==> src/rtl/tmtw_pkg.sv <==
// Package for the text-mode terminal writer.
// Holds operation and character codes, the command kinds and the command word.
// No dependencies.
package tmtw_pkg;

    localparam logic [1:0] OP_PUT   = 2'd0;
    localparam logic [1:0] OP_READ  = 2'd1;
    localparam logic [1:0] OP_CLEAR = 2'd2;

    localparam logic [7:0] CH_NUL     = 8'd0;
    localparam logic [7:0] CH_TAB     = 8'd9;
    localparam logic [7:0] CH_NEWLINE = 8'd10;
    localparam logic [7:0] CH_SPACE   = 8'd32;

    localparam logic [7:0] RESET_COLOR = 8'hF0;

    localparam int CHAR_W  = 8;
    localparam int INDEX_W = 11;
    localparam int VALUE_W = 16;
    localparam int CROW_W  = 5;
    localparam int CCOL_W  = 7;

    typedef enum logic [2:0] {
        K_NOP,
        K_GLYPH,
        K_NEWLINE,
        K_TAB,
        K_READ,
        K_CLEAR
    } t_kind;

    typedef struct packed {
        t_kind               kind;
        logic [CHAR_W-1:0]   ch;
        logic [INDEX_W-1:0]  index;
    } t_cmd;

endpackage

==> src/rtl/tmtw_front.sv <==
// Front end of the terminal writer: accepts input words, classifies them
// into commands and holds them in a two-entry queue for the back end.
// Depends on tmtw_pkg.
module tmtw_front (
    input  logic                 i_clk,
    input  logic                 i_rst_n,
    input  logic                 s_axis_tvalid,
    output logic                 s_axis_tready,
    input  logic [23:0]          s_axis_tdata,   // char_code[7:0], cell_index[18:8]
    input  logic [1:0]           s_axis_tuser,   // operation[1:0]
    input  logic                 i_init,
    output tmtw_pkg::t_cmd       o_cmd,
    output logic                 o_cmd_valid,
    input  logic                 i_cmd_ready
);
    import tmtw_pkg::*;

    t_cmd       r_q [2];
    logic       r_wr_ptr;
    logic       r_rd_ptr;
    logic [1:0] r_count;
    t_cmd       w_cmd;
    logic       w_push;
    logic       w_pop;

    always_comb begin
        w_cmd.ch    = s_axis_tdata[7:0];
        w_cmd.index = s_axis_tdata[18:8];
        case (s_axis_tuser)
            OP_PUT: begin
                if (s_axis_tdata[7:0] == CH_NUL) begin
                    w_cmd.kind = K_NOP;
                end else if (s_axis_tdata[7:0] == CH_NEWLINE) begin
                    w_cmd.kind = K_NEWLINE;
                end else if (s_axis_tdata[7:0] == CH_TAB) begin
                    w_cmd.kind = K_TAB;
                end else begin
                    w_cmd.kind = K_GLYPH;
                end
            end
            OP_READ:  w_cmd.kind = K_READ;
            OP_CLEAR: w_cmd.kind = K_CLEAR;
            default:  w_cmd.kind = K_NOP;
        endcase
    end

    assign s_axis_tready = (r_count != 2'd2) && !i_init;
    assign w_push        = s_axis_tvalid && s_axis_tready;
    assign o_cmd_valid   = (r_count != 2'd0);
    assign w_pop         = o_cmd_valid && i_cmd_ready;
    assign o_cmd         = r_q[r_rd_ptr];

    always_ff @(posedge i_clk) begin
        if (w_push) begin
            r_q[r_wr_ptr] <= w_cmd;
        end
    end

    always_ff @(posedge i_clk) begin
        if (!i_rst_n) begin
            r_wr_ptr <= 1'b0;
            r_rd_ptr <= 1'b0;
            r_count  <= 2'd0;
        end else begin
            if (w_push) begin
                r_wr_ptr <= !r_wr_ptr;
            end
            if (w_pop) begin
                r_rd_ptr <= !r_rd_ptr;
            end
            if (w_push && !w_pop) begin
                r_count <= r_count + 2'd1;
            end else if (w_pop && !w_push) begin
                r_count <= r_count - 2'd1;
            end
        end
    end

endmodule

==> config.mk <==
export PLATFORM = sky130hd
export DESIGN_NAME = tmtw_front
export DESIGN_NICKNAME = d
export VERILOG_FILES = /design/src/rtl/tmtw_pkg.sv /design/src/rtl/tmtw_front.sv
export SDC_FILE = /design/constraint.sdc
export NUM_CORES = 1
export LEC_CHECK = 0
export ABC_AREA = 0
export BUFFER_PORTS_ARGS = -buffer_cell sky130_fd_sc_hd__buf_4
export CORE_MARGIN = 3
export CORE_UTILIZATION = 51
export DETAILED_ROUTE_END_ITERATION = 10
export PLACE_DENSITY = 0.75
export SLEW_MARGIN = 20
export SYNTH_ARGS = -nofsm -noshare
export SYNTH_HDL_FRONTEND = slang
export SYNTH_SLANG_ARGS = --single-unit
==> constraint.sdc <==
create_clock -name i_clk -period 2.8 [get_ports i_clk]
set_input_delay 0.14 -clock i_clk [delete_from_list [all_inputs] [get_ports i_clk]]
set_output_delay 0.14 -clock i_clk [all_outputs]
set_load 0.01 [all_outputs]
* Yosys cells after proc, flatten, opt, wreduce, memory -nomap -nowiden
Memory sizes are Yosys's and may differ from the RTL's. A register that Yosys moved wholly into a read port is not among the register bits.
Cells that the tools add are included.
Widths: inputs -> output; s select.
** Word-level totals
- Bits in read-only memories :: 0
- Bits in writable memories :: 44
- Word-level logic and storage cells :: 35
- Output and inout port bits :: 24
- Memories kept :: 1
- Bits in latches :: 0
- Bits in registers :: 4
** Operators by class
- Order comparisons :: 0
- $add $sub $neg :: 2
- Bitwise logic cells :: 0
- Reductions and logical operators :: 14
- Multipliers :: 0
- Divide/modulo/power cells :: 0
- Muxes and demuxes :: 10
- Shift operators :: 0
- Equality and inequality tests :: 5
** Memories
- r_q :: depth 2, bits a word 22, read ports 1, clocked after memory_dff 1, wr ports 1, line tmtw_front.sv:18 : t_cmd r_q [2];
** Operators by type and width (number)
- $eq 8x4->1 const B :: 2
- $mux 2 :: 5
- $pmux 3 s3 :: 1
- $logic_not 8->1 :: 1
- $logic_and 1x1->1 :: 5
- $logic_not 1->1 :: 5
- $mux 1 :: 4
- $reduce_bool 2->1 :: 2
- $add 2x1->2 const B :: 1
- $eq 2x1->1 const B :: 1
- $eq 2x2->1 const B :: 1
- $logic_not 2->1 :: 1
- $ne 2x2->1 const B :: 1
- $sub 2x1->2 const B :: 1

* Logic depth before layout (Yosys ltp)
Gate-level depths: netlist of run 1.
- Depth in word-level cells :: 7
- Gate-level depth with buffers :: 6
- Mapped depth without buffers :: 6

* Worst setup path after synthesis of run 1
Ideal clock, no wire load.
- Kind :: flip-flop to flip-flop
- From :: reg r_count[0]
- To :: mem r_q[0][0] (netlist name) (enable)
- Period minus slack after synthesis :: 2185 ps
- Required time :: 2397 ps
- Setup time :: 403 ps
- Arrival time :: 1782 ps
- Path buffers :: 0
- Slack :: 615 ps
- Stages on the path, launching flop included :: 4
- Cell sequence :: dfxtp_1 > nor2b_1 > nor3b_2 > nor2b_1
** Between the ends
- Longest elaborated chain between the ends :: 5
** Ends and longest elaborated chain
- start, declared :: line tmtw_front.sv:21 : logic [1:0] r_count;
- start signal, assigned :: line tmtw_front.sv:72 : r_count <= r_count + 2'd1;
- start signal, assigned :: line tmtw_front.sv:74 : r_count <= r_count - 2'd1;
- $ne 2x2->1 :: line tmtw_front.sv:47 : assign s_axis_tready = (r_count != 2'd2) && !i_init;
- $logic_and 1x1->1 :: line tmtw_front.sv:47
- $logic_and 1x1->1 :: line tmtw_front.sv:48 : assign w_push = s_axis_tvalid && s_axis_tready;
- net w_push :: line tmtw_front.sv:23 : logic w_push;
- $mux 1 :: line tmtw_front.sv:54 : if (w_push) begin
- $mux 1 (implied by the code) :: line tmtw_front.sv:55 : r_q[r_wr_ptr] <= w_cmd;
- end, declared :: line tmtw_front.sv:18
The timed path passes the listed nets, and every way through them passes these cells.

* Final worst setup path of run 1
- From :: reg r_count[0]
- To :: mem r_q[0][14] (netlist name) (enable)
Same word-level chain as after synthesis.

==> results_dict.tcl, run 1 <==
set metrics [dict create \
    hp-class "in -> reg" \
    period_minus_slack_ps 1976 \
    drt-met1-wl_um 1260 \
    start_kind "register" \
    nets 198 \
    path_cells "nor2b_1 -> nor3b_2 -> nor2b_2 -> buf_4" \
    hold_slack_ps 33.69 \
    yosys-top-cells-count "edfxtp_1, mux2_2, dfxtp_1, and2_1" \
    hold_viol_final 0 \
    critPathCaptureType "register" \
    synth.cell_area_mm2 0.001926 \
    cp.arrival_ps 1960 \
    ys_seq_area_share_pct 73.81 \
    gr-total-overflow 0 \
    routed_via_density 5.062 \
    htree_levels 2 \
    p_per_area_mw_per_mm2 763.8 \
    synthArstFlopShare_pct 0 \
    clock_sinks 49 \
    dr.pass1.iters 4 \
    synthMostInstantiatedCell "edfxtp_1" \
    yosysWarnings 0 \
    first_global_vias 1148 \
    synthCells 107 \
    yosysTopAreaCell "edfxtp_1" \
    rsz0062_at_grt "no" \
    die_area_mm2 0.004549 \
    wl_met2_um 1711 \
    initial_utilization_pct 55.10 \
    yosysTopAreaCellShare_pct 68.62 \
    cts_hold_buf 0 \
    drc 0 \
    synth-seq-cells 49 \
    setup_tns_ps 0 \
    slew_violations 0 \
    tritoncts "yes" \
    synthTopCellsByArea "edfxtp_1, mux2_2, dfxtp_1" \
    syn_nets 141 \
    cpPeakStageDelay_ps 550 \
    max_freq_mhz 506.2 \
    worstSkewPairLatency_ps 290 \
    grt_pass1_wl_um 5016 \
    worst_pin_slew_ps 556.6 \
    finalCritPeriodShare_pct 70.56 \
    io_pins 55 \
    gp_congestion 0.7307 \
    cts_setup_buffers 0 \
    synth_edf_count 44 \
    outcome "complete, no violations" \
    diodes 0 \
    crit_required_ps 2790 \
    grt_usage_pct 15.49 \
    drive_gt1_share_pct 52.12 \
    syn_area_per_cell_um2 18.00 \
    setup_viol 0 \
    cts_root_buf "clkbuf_8" \
    cts_made_buffers 5 \
    cp_max_fo 12 \
    row_count 21 \
    drv_cap 0 \
    crit_type "reg -> reg" \
    relSlewSlack_pct 62.72 \
    area_growth_syn_to_layout_pct 27.36 \
    vias 1068 \
    clkSlewWorstSetupHoldPaths_ps 80 \
    core_mm2 0.003495 \
    antenna_found_initial 0 \
    fillCellCount 258 \
    clock_path_buffers 2 \
    wl_um 3208 \
    fin_skew_ps 5.625 \
    highest_layer "met4" \
    ys_types 25 \
    ctsResizeCount 0 \
    crit_slowest_cell "nor2b_2" \
    grt_max_degree 16 \
    ir_drop_mv 0.4033 \
    avgRoutedWirePerCell_um 15.20 \
    chipHeight_um 67.45 \
    ys.flop_type "edfxtp_1" \
    dr_wl_met3_um 203 \
    dp_hpwl_um 2332 \
    ant_nets 0 \
    port_buffers 49 \
    die_w_um 67.45 \
    drt_iter0_drc 43 \
    p_leak_nw 0.9295 \
]
==> cell usage in the layout (no fill, tap or decap) <==
cell and instances:
buf_4 52, edfxtp_1 44, mux2_2 22, dfxtp_1 5
clkbuf_8 5, and2_1 4, xnor2_1 3, ha_1 3
inv_1 2, nor2_1 2, nand2_1 2, o21ai_0 2
xor2_1 2, nor2b_1 1, nor3b_2 1, o21ai_1 1
or4_4 1, a21oi_1 1, a31oi_1 1, nand4b_1 1
nor3_2 1, or2_2 1, nor2b_2 1, nand2b_1 1
mux2i_1 1, or3_1 1, a21boi_1 1, clkinv_4 1
clkinv_2 1, clkinv_1 1
==> metal layers <==
metal	global-route usage, %	up-vias
met5	0	-
met4	6.076	0
met3	4.160	4
met2	29.45	32
met1	15.92	516
li1	-	516
==> metrics by stage <==
| step | setup WS (ps) | std cells | utilization, % | power [mW] | cell area [µm²] |
|---|---|---|---|---|---|
| after floorplan | 614.7 | 107 | - | 1.262 | 1926 |
| after detailed placement | 822.1 | 203 | 67.71 | 1.511 | 2366 |
| after global placement | 856.4 | 203 | 67.71 | 1.494 | 2366 |
| after CTS | 808.6 | 211 | 70.18 | 1.901 | 2452 |
| after global routing | 674.2 | 211 | 70.18 | 1.985 | 2452 |
| final | 824.4 | 211 | 70.18 | 1.873 | 2452 |
==> cells by family (layout without fill, tap and decap cells) <==
logic type / Yosys count / in the layout / share of synthesized area, %
and+or+nand+nor: 17 / 17 / 5.913
DFF: 49 / 49 / 73.81
xor gates and xnor gates: 5 / 5 / 2.275
buffers and inverters: 4 / 62 / 0.9098
AOI/OAI and AO/OA: 6 / 6 / 1.754
adders and majority gates: 3 / 3 / 1.950
muxes: 23 / 23 / 13.39
==> state kept, by name (all words and copies together) (netlist names), named ones only <==
signal    flops
r_count       2
r_q          44
r_wr_ptr      1
r_rd_ptr      1
==> final timing paths <==
check / startpoint / to / slack [ps] / cells past startpoint
hold reg to reg: r_wr_ptr$_SDFFE_PN0P_ / r_wr_ptr$_SDFFE_PN0P_ / 490 / 2
hold / removal: s_axis_tdata[15] / r_q[0][7]$_DFFE_PP_ / 30 / 1
setup reg to reg: r_count[0]$_SDFFE_PN0P_ / r_q[0][14]$_DFFE_PP_ / 820 / 4
setup / recovery: r_count[0]$_SDFFE_PN0P_ / r_q[0][14]$_DFFE_PP_ / 820 / 4
==> area by class of cell <==
cell class              instances  area (µm²)  area share (%)
well taps                      46       57.56           2.347
inverters                       2       7.507          0.3061
repair buffers                 52       390.4           15.92
clock inverters                 3       17.52          0.7143
flip-flops and latches         49        1421           57.96
clock buffers                   5       68.82           2.806
multi-input cells              54       489.2           19.95
==> where the power goes <==
| group | switching, mW | internal [mW] |
|---|---|---|
| registers | 0.0540 | 0.880 |
| logic | 0.236 | 0.320 |
| clock network | 0.210 | 0.173 |
==> worst max-delay path, delay by kind of cell (launching register included) <==
| kind | cells | cell delay, ps |
|---|---|---|
| buffers and inverters | 1 | 320 |
| flip-flops | 1 | 420 |
| AND/OR/NAND/NOR | 3 | 940 |
Power figures use the tool's default switching activity.
==> inputs of run 2 (changes only) <==
clock period = 2 ns   (was 2.8 ns; I/O delays follow)
==> run 2 against run 1 <==
  * Clock-buffer cell count is 3 higher
  * Largest cell class unchanged
  * Sequential power increased by 37%
  * Global-route usage increased by 0.28 points
  * Register-to-register slack got worse by 470 ps
  * First-iteration DRC count down 12%
  * Combinational power rose by 51%
  * Largest power group unchanged
  * Highest routed layer unchanged
  * Clock power grew 46%
==> results_dict.tcl, run 2 (same netlist as run 1, synthesis figures left out) <==
set metrics [dict create \
    outcome "complete, no violations" \
    ant_nets 0 \
    drt_iter0_drc 38 \
    drc 0 \
    clock_sinks 49 \
    grt_pass1_wl_um 5078 \
    p_per_area_mw_per_mm2 1032 \
    crit_required_ps 2220 \
    cp_max_fo 5 \
    hold_path_depth 1 \
    reg_top3 "r_q x44, r_count x2" \
    reg2reg_to "r_count[1]$_SDFFE_PN0P_" \
    drv_cap 0 \
    grt_max_degree 23 \
    min_to "r_q[1][16]$_DFFE_PP_" \
    hp-class "in -> reg" \
    fin_skew_ps 3.135 \
    crit_type "reg -> reg" \
    p_leak_nw 0.9903 \
    dp_hpwl_um 2347 \
    start_kind "register" \
    layout_commonest_cell "buf_4" \
    routed_via_density 4.880 \
    antenna_found_initial 0 \
    dpl.cell_count 205 \
    rsz0062_at_grt "no" \
    setup_viol 0 \
    dr.pass1.iters 4 \
    cp.arrival_ps 1870 \
    critPathCaptureType "register" \
    power_frac_seq_pct 47.8 \
    port_buffers 49 \
    p_int_mw 1.989 \
    relSlewSlack_pct 79.46 \
    row_count 21 \
    stdcell_count 225 \
    clock_path_buffers 2 \
    ctsResizeCount 0 \
    period_minus_slack_ps 1645 \
    ir_drop_mv 0.6510 \
    setup_tns_ps 0 \
    worstRegToRegCells 5 \
    max_freq_mhz 608.0 \
    gr-total-overflow 0 \
    cts_root_buf "clkbuf_8" \
    cts_made_buffers 5 \
    final_cell_mix "buf_4, edfxtp_1, mux2_2" \
    die_area_mm2 0.004549 \
    drive_gt1_share_pct 48.60 \
    core_mm2 0.003495 \
    largest_register "r_q" \
    rr_startpoint "r_count[0]$_SDFFE_PN0P_" \
    largest_register_ffs 44 \
    io_pins 55 \
    clkSlewWorstSetupHoldPaths_ps 80 \
    avgRoutedWirePerCell_um 14.67 \
    nets 212 \
    ff2ff_setup_slack_ps 360 \
    die_w_um 67.45 \
    hp-start "s_axis_tdata[5]" \
    chipHeight_um 67.45 \
    switchingPower_uw 684.8 \
    diodes 0 \
    p_clk_share_pct 20.9 \
    wl_um 3301 \
    worstSkewPairLatency_ps 290 \
    initial_utilization_pct 55.10 \
    vias 1098 \
    slew_violations 0 \
    tritoncts "yes" \
    hold_viol_final 0 \
    grt_usage_pct 15.77 \
    power_frac_comb_pct 31.4 \
    area_growth_syn_to_layout_pct 34.57 \
    first_global_vias 1091 \
    p_sw_share_pct 25.61 \
    htree_levels 2 \
    gp_congestion 0.6896 \
    finalCritPeriodShare_pct 82.24 \
    cts_setup_buffers 0 \
    worst_pin_slew_ps 308.0 \
]
[run 2: cell count changes in the layout (fill, tap and decap cells not counted)]
cell           before  now
buf_4              52   54
clkinv_4            1    0
clkbuf_8            5    6
clkinv_2            1    0
clkinv_1            1    0
dlygate4sd3_1       0   12
clkbuf_1            0    2
[run 2: metrics by stage]
step	hold WS, ps	util, %	area [µm²]	setup slack, ps	power, mW
finish	12.08	74.15	2591	355.2	2.674
global route	0.1342	74.15	2591	177.3	2.819
CTS	5.518	74.15	2591	332.7	2.712
detailed placement	290.5	68.13	2381	359.7	2.131
global placement	286.2	68.13	2381	399.2	2.106
floorplan	198.9	-	1928	211.1	1.767
[run 2: layer usage]
layer  track usage (%)  share of wire [%]
met5                 0                  0
met4             6.835                1.0
met3             3.161                4.9
met2             28.10                 55
met1             18.37                 39
[run 2: layout make-up]
cell class,count,area (µm²)
Timing Repair Buffer,66,525.5
Multi-Input combinational cell,54,489.2
Inverter,2,7.507
Tap cell,46,57.56
Clock buffer,8,90.09
Sequential cell,49,1421
Fill cell,235,903.4
[run 2: power groups by stage]
stage / sequential (mW) / clock (mW) / combinational [mW]
CTS: 1.28 / 0.579 / 0.854
global route: 1.29 / 0.620 / 0.909
detailed placement: 1.30 / 0 / 0.829
global placement: 1.29 / 0 / 0.811
floorplan: 1.30 / 0 / 0.471
finish: 1.28 / 0.558 / 0.839
[run 2: how the worst max path moves through the flow]
| stage | startpoint | endpoint | slack, ps | depth (start not counted) |
|---|---|---|---|---|
| after global routing | r_count[0]$_SDFFE_PN0P_ | r_count[1]$_SDFFE_PN0P_ | 180 | 5 |
| after detailed placement | r_count[0]$_SDFFE_PN0P_ | r_count[1]$_SDFFE_PN0P_ | 360 | 5 |
| after CTS | r_count[0]$_SDFFE_PN0P_ | r_count[1]$_SDFFE_PN0P_ | 330 | 5 |
| final | r_count[0]$_SDFFE_PN0P_ | r_count[1]$_SDFFE_PN0P_ | 360 | 5 |
| after floorplan | r_count[0]$_SDFFE_PN0P_ | r_q[0][0]$_DFFE_PP_ | 210 | 3 |
| after global placement | r_count[0]$_SDFFE_PN0P_ | r_count[1]$_SDFFE_PN0P_ | 400 | 5 |
[run 2: critical path: stages (launching register included)]
cell and delay, ps:
dfxtp_1 410, nor2b_1 90, nor3b_2 280, ha_1 310
or3_1 350, a21boi_1 130
[run 2: repair_timing]
| item | CTS | global route |
|---|---|---|
| endpoints found under the setup margin | 0 | 0 |
| hold buffers | 12 | 0 |
| endpoints found under the hold margin | 24 | 0 |
==> inputs of run 3 (changes only) <==
clock period = 1.6 ns   (was 2 ns; I/O delays follow)
==> run 3 against run 2 <==
  * Cell count grew 4.0%
  * Utilization rose by 3.4 points
  * Clock power is 20% higher
  * Critical endpoint unchanged
  * Highest routed layer unchanged
==> results_dict.tcl, run 3 (same netlist as run 1, synthesis figures left out) <==
set metrics [dict create \
    outcome "complete, no violations" \
    relSlewSlack_pct 86.04 \
    io_pins 55 \
    slew_violations 0 \
    ant_nets 0 \
    nets 221 \
    cts_root_buf "clkbuf_8" \
    rsz0062_at_grt "no" \
    drc 0 \
    rr_startpoint "r_count[1]$_SDFFE_PN0P_" \
    row_count 21 \
    drt_iter0_drc 38 \
    start_kind "register" \
    clkSlewWorstSetupHoldPaths_ps 80 \
    max_freq_mhz 646.0 \
    p_total_mw 3.385 \
    gp_congestion 0.7633 \
    diodes 0 \
    cp_max_fo 5 \
    clock_path_buffers 2 \
    hold_slack_ps 25.73 \
    core_mm2 0.003495 \
    dr.pass1.iters 4 \
    pre_cts_ws_ps 41.50 \
    avgRoutedWirePerCell_um 13.91 \
    vias 1154 \
    tritoncts "yes" \
    crit_type "reg -> reg" \
    die_area_mm2 0.004549 \
    port_buffers 49 \
    critPathCaptureType "register" \
    setup_viol 0 \
    antenna_found_initial 0 \
    drive_gt1_share_pct 50.00 \
    grt_pass1_wl_um 5112 \
    area_growth_syn_to_layout_pct 40.74 \
    cts_setup_buffers 0 \
    grt_usage_pct 16.09 \
    reg_top3 "r_q x44, r_count x2" \
    cp.arrival_ps 1780 \
    hold_viol_final 0 \
    layout_commonest_cell "buf_4" \
    chipHeight_um 67.45 \
    routed_via_density 4.932 \
    largest_register_ffs 44 \
    p_per_area_mw_per_mm2 1249 \
    die_w_um 67.45 \
    crit_slowest_cell "or3_1" \
    hp-start "i_rst_n" \
    final_area_mm2 0.002710 \
    initial_utilization_pct 55.10 \
    clock_sinks 49 \
    drv_cap 0 \
    p_leak_nw 1.041 \
    fin_ws_ps 51.95 \
    dpl_cell_area_mm2 0.002427 \
    finalCritPeriodShare_pct 96.75 \
    fin_skew_ps 9.200 \
    largest_register "r_q" \
    grt_max_degree 17 \
    worstSkewPairLatency_ps 290 \
    final_cell_mix "buf_4, edfxtp_1, mux2_2" \
    path_cells "nor2b_4 -> nor3b_2 -> ha_1 -> or3_1 -> a21boi_1" \
    htree_levels 2 \
    setup_tns_ps 0 \
    dp_hpwl_um 2204 \
    cts_made_buffers 5 \
    hp-class "in -> reg" \
    ir_drop_mv 0.7949 \
    period_minus_slack_ps 1548 \
    gr-total-overflow 0 \
    wl_um 3256 \
    cpPeakStageDelay_ps 390 \
    startpoint "r_count[1]$_SDFFE_PN0P_" \
    worst_pin_slew_ps 208.0 \
    first_global_vias 1164 \
    crit_required_ps 1830 \
]
## run 3: cell types whose count changed in the layout (fill, tap and decap cells not counted), moves of 2 or more
cell / delta
dlygate4sd3_1: +7
clkinv_2: +2
dfxtp_1: -2
dfxtp_2: +2
buf_12: +2
nor2b_4: +2
## run 3: path summary, 6_finish.rpt
path,endpoint,slack (ps),depth (start not counted)
min reg2reg,r_count[1]$_SDFFE_PN0P_,510,2
max reg2reg,r_count[1]$_SDFFE_PN0P_,50,5
min,r_count[0]$_SDFFE_PN0P_,30,2
max,r_count[1]$_SDFFE_PN0P_,50,5
## run 3: power by group
group	switching, mW	total, mW	internal, mW
sequential	0.0672	1.61	1.55
combinational	0.459	1.10	0.643
clock	0.367	0.670	0.303
## run 3: layout make-up
| type | count | area, µm² |
|---|---|---|
| Sequential cell | 49 | 1424 |
| Clock inverter | 2 | 10.01 |
| Multi-Input combinational cell | 54 | 503.0 |
| Inverter | 2 | 7.507 |
| Clock buffer | 6 | 72.57 |
| Timing Repair Buffer | 75 | 635.6 |
| Tap cell | 46 | 57.56 |
| Fill cell | 218 | 784.5 |
## run 3: stage by stage
step,std cells,utilization (%)
2_1_floorplan,107,-
3_3_place_gp,207,69.46
3_5_place_dp,207,69.46
4_1_cts,234,77.26
5_1_grt,234,77.55
6_report,234,77.55
## run 3: worst max-delay path: cells and delay by family (launching register included)
kind                       cells  cell delay [ps]
AOI/OAI and AO/OA              1              120
and+or+nand+nor                3              740
DFF                            1              340
adders and majority gates      1              290
## run 3: repair_timing
item | in CTS | in global routing
gates resized for setup | 0 | 4
setup endpoints to repair | 0 | 1
hold endpoints to repair | 38 | 0
hold buffers | 19 | 0
## run 3: routing by layer
layer	track usage, %	vias to the layer above	wire, µm
met5	0	-	0
met4	7.848	0	57
met3	5.491	4	177
met2	27.36	31	1642
met1	18.03	553	1379
li1	-	566	-
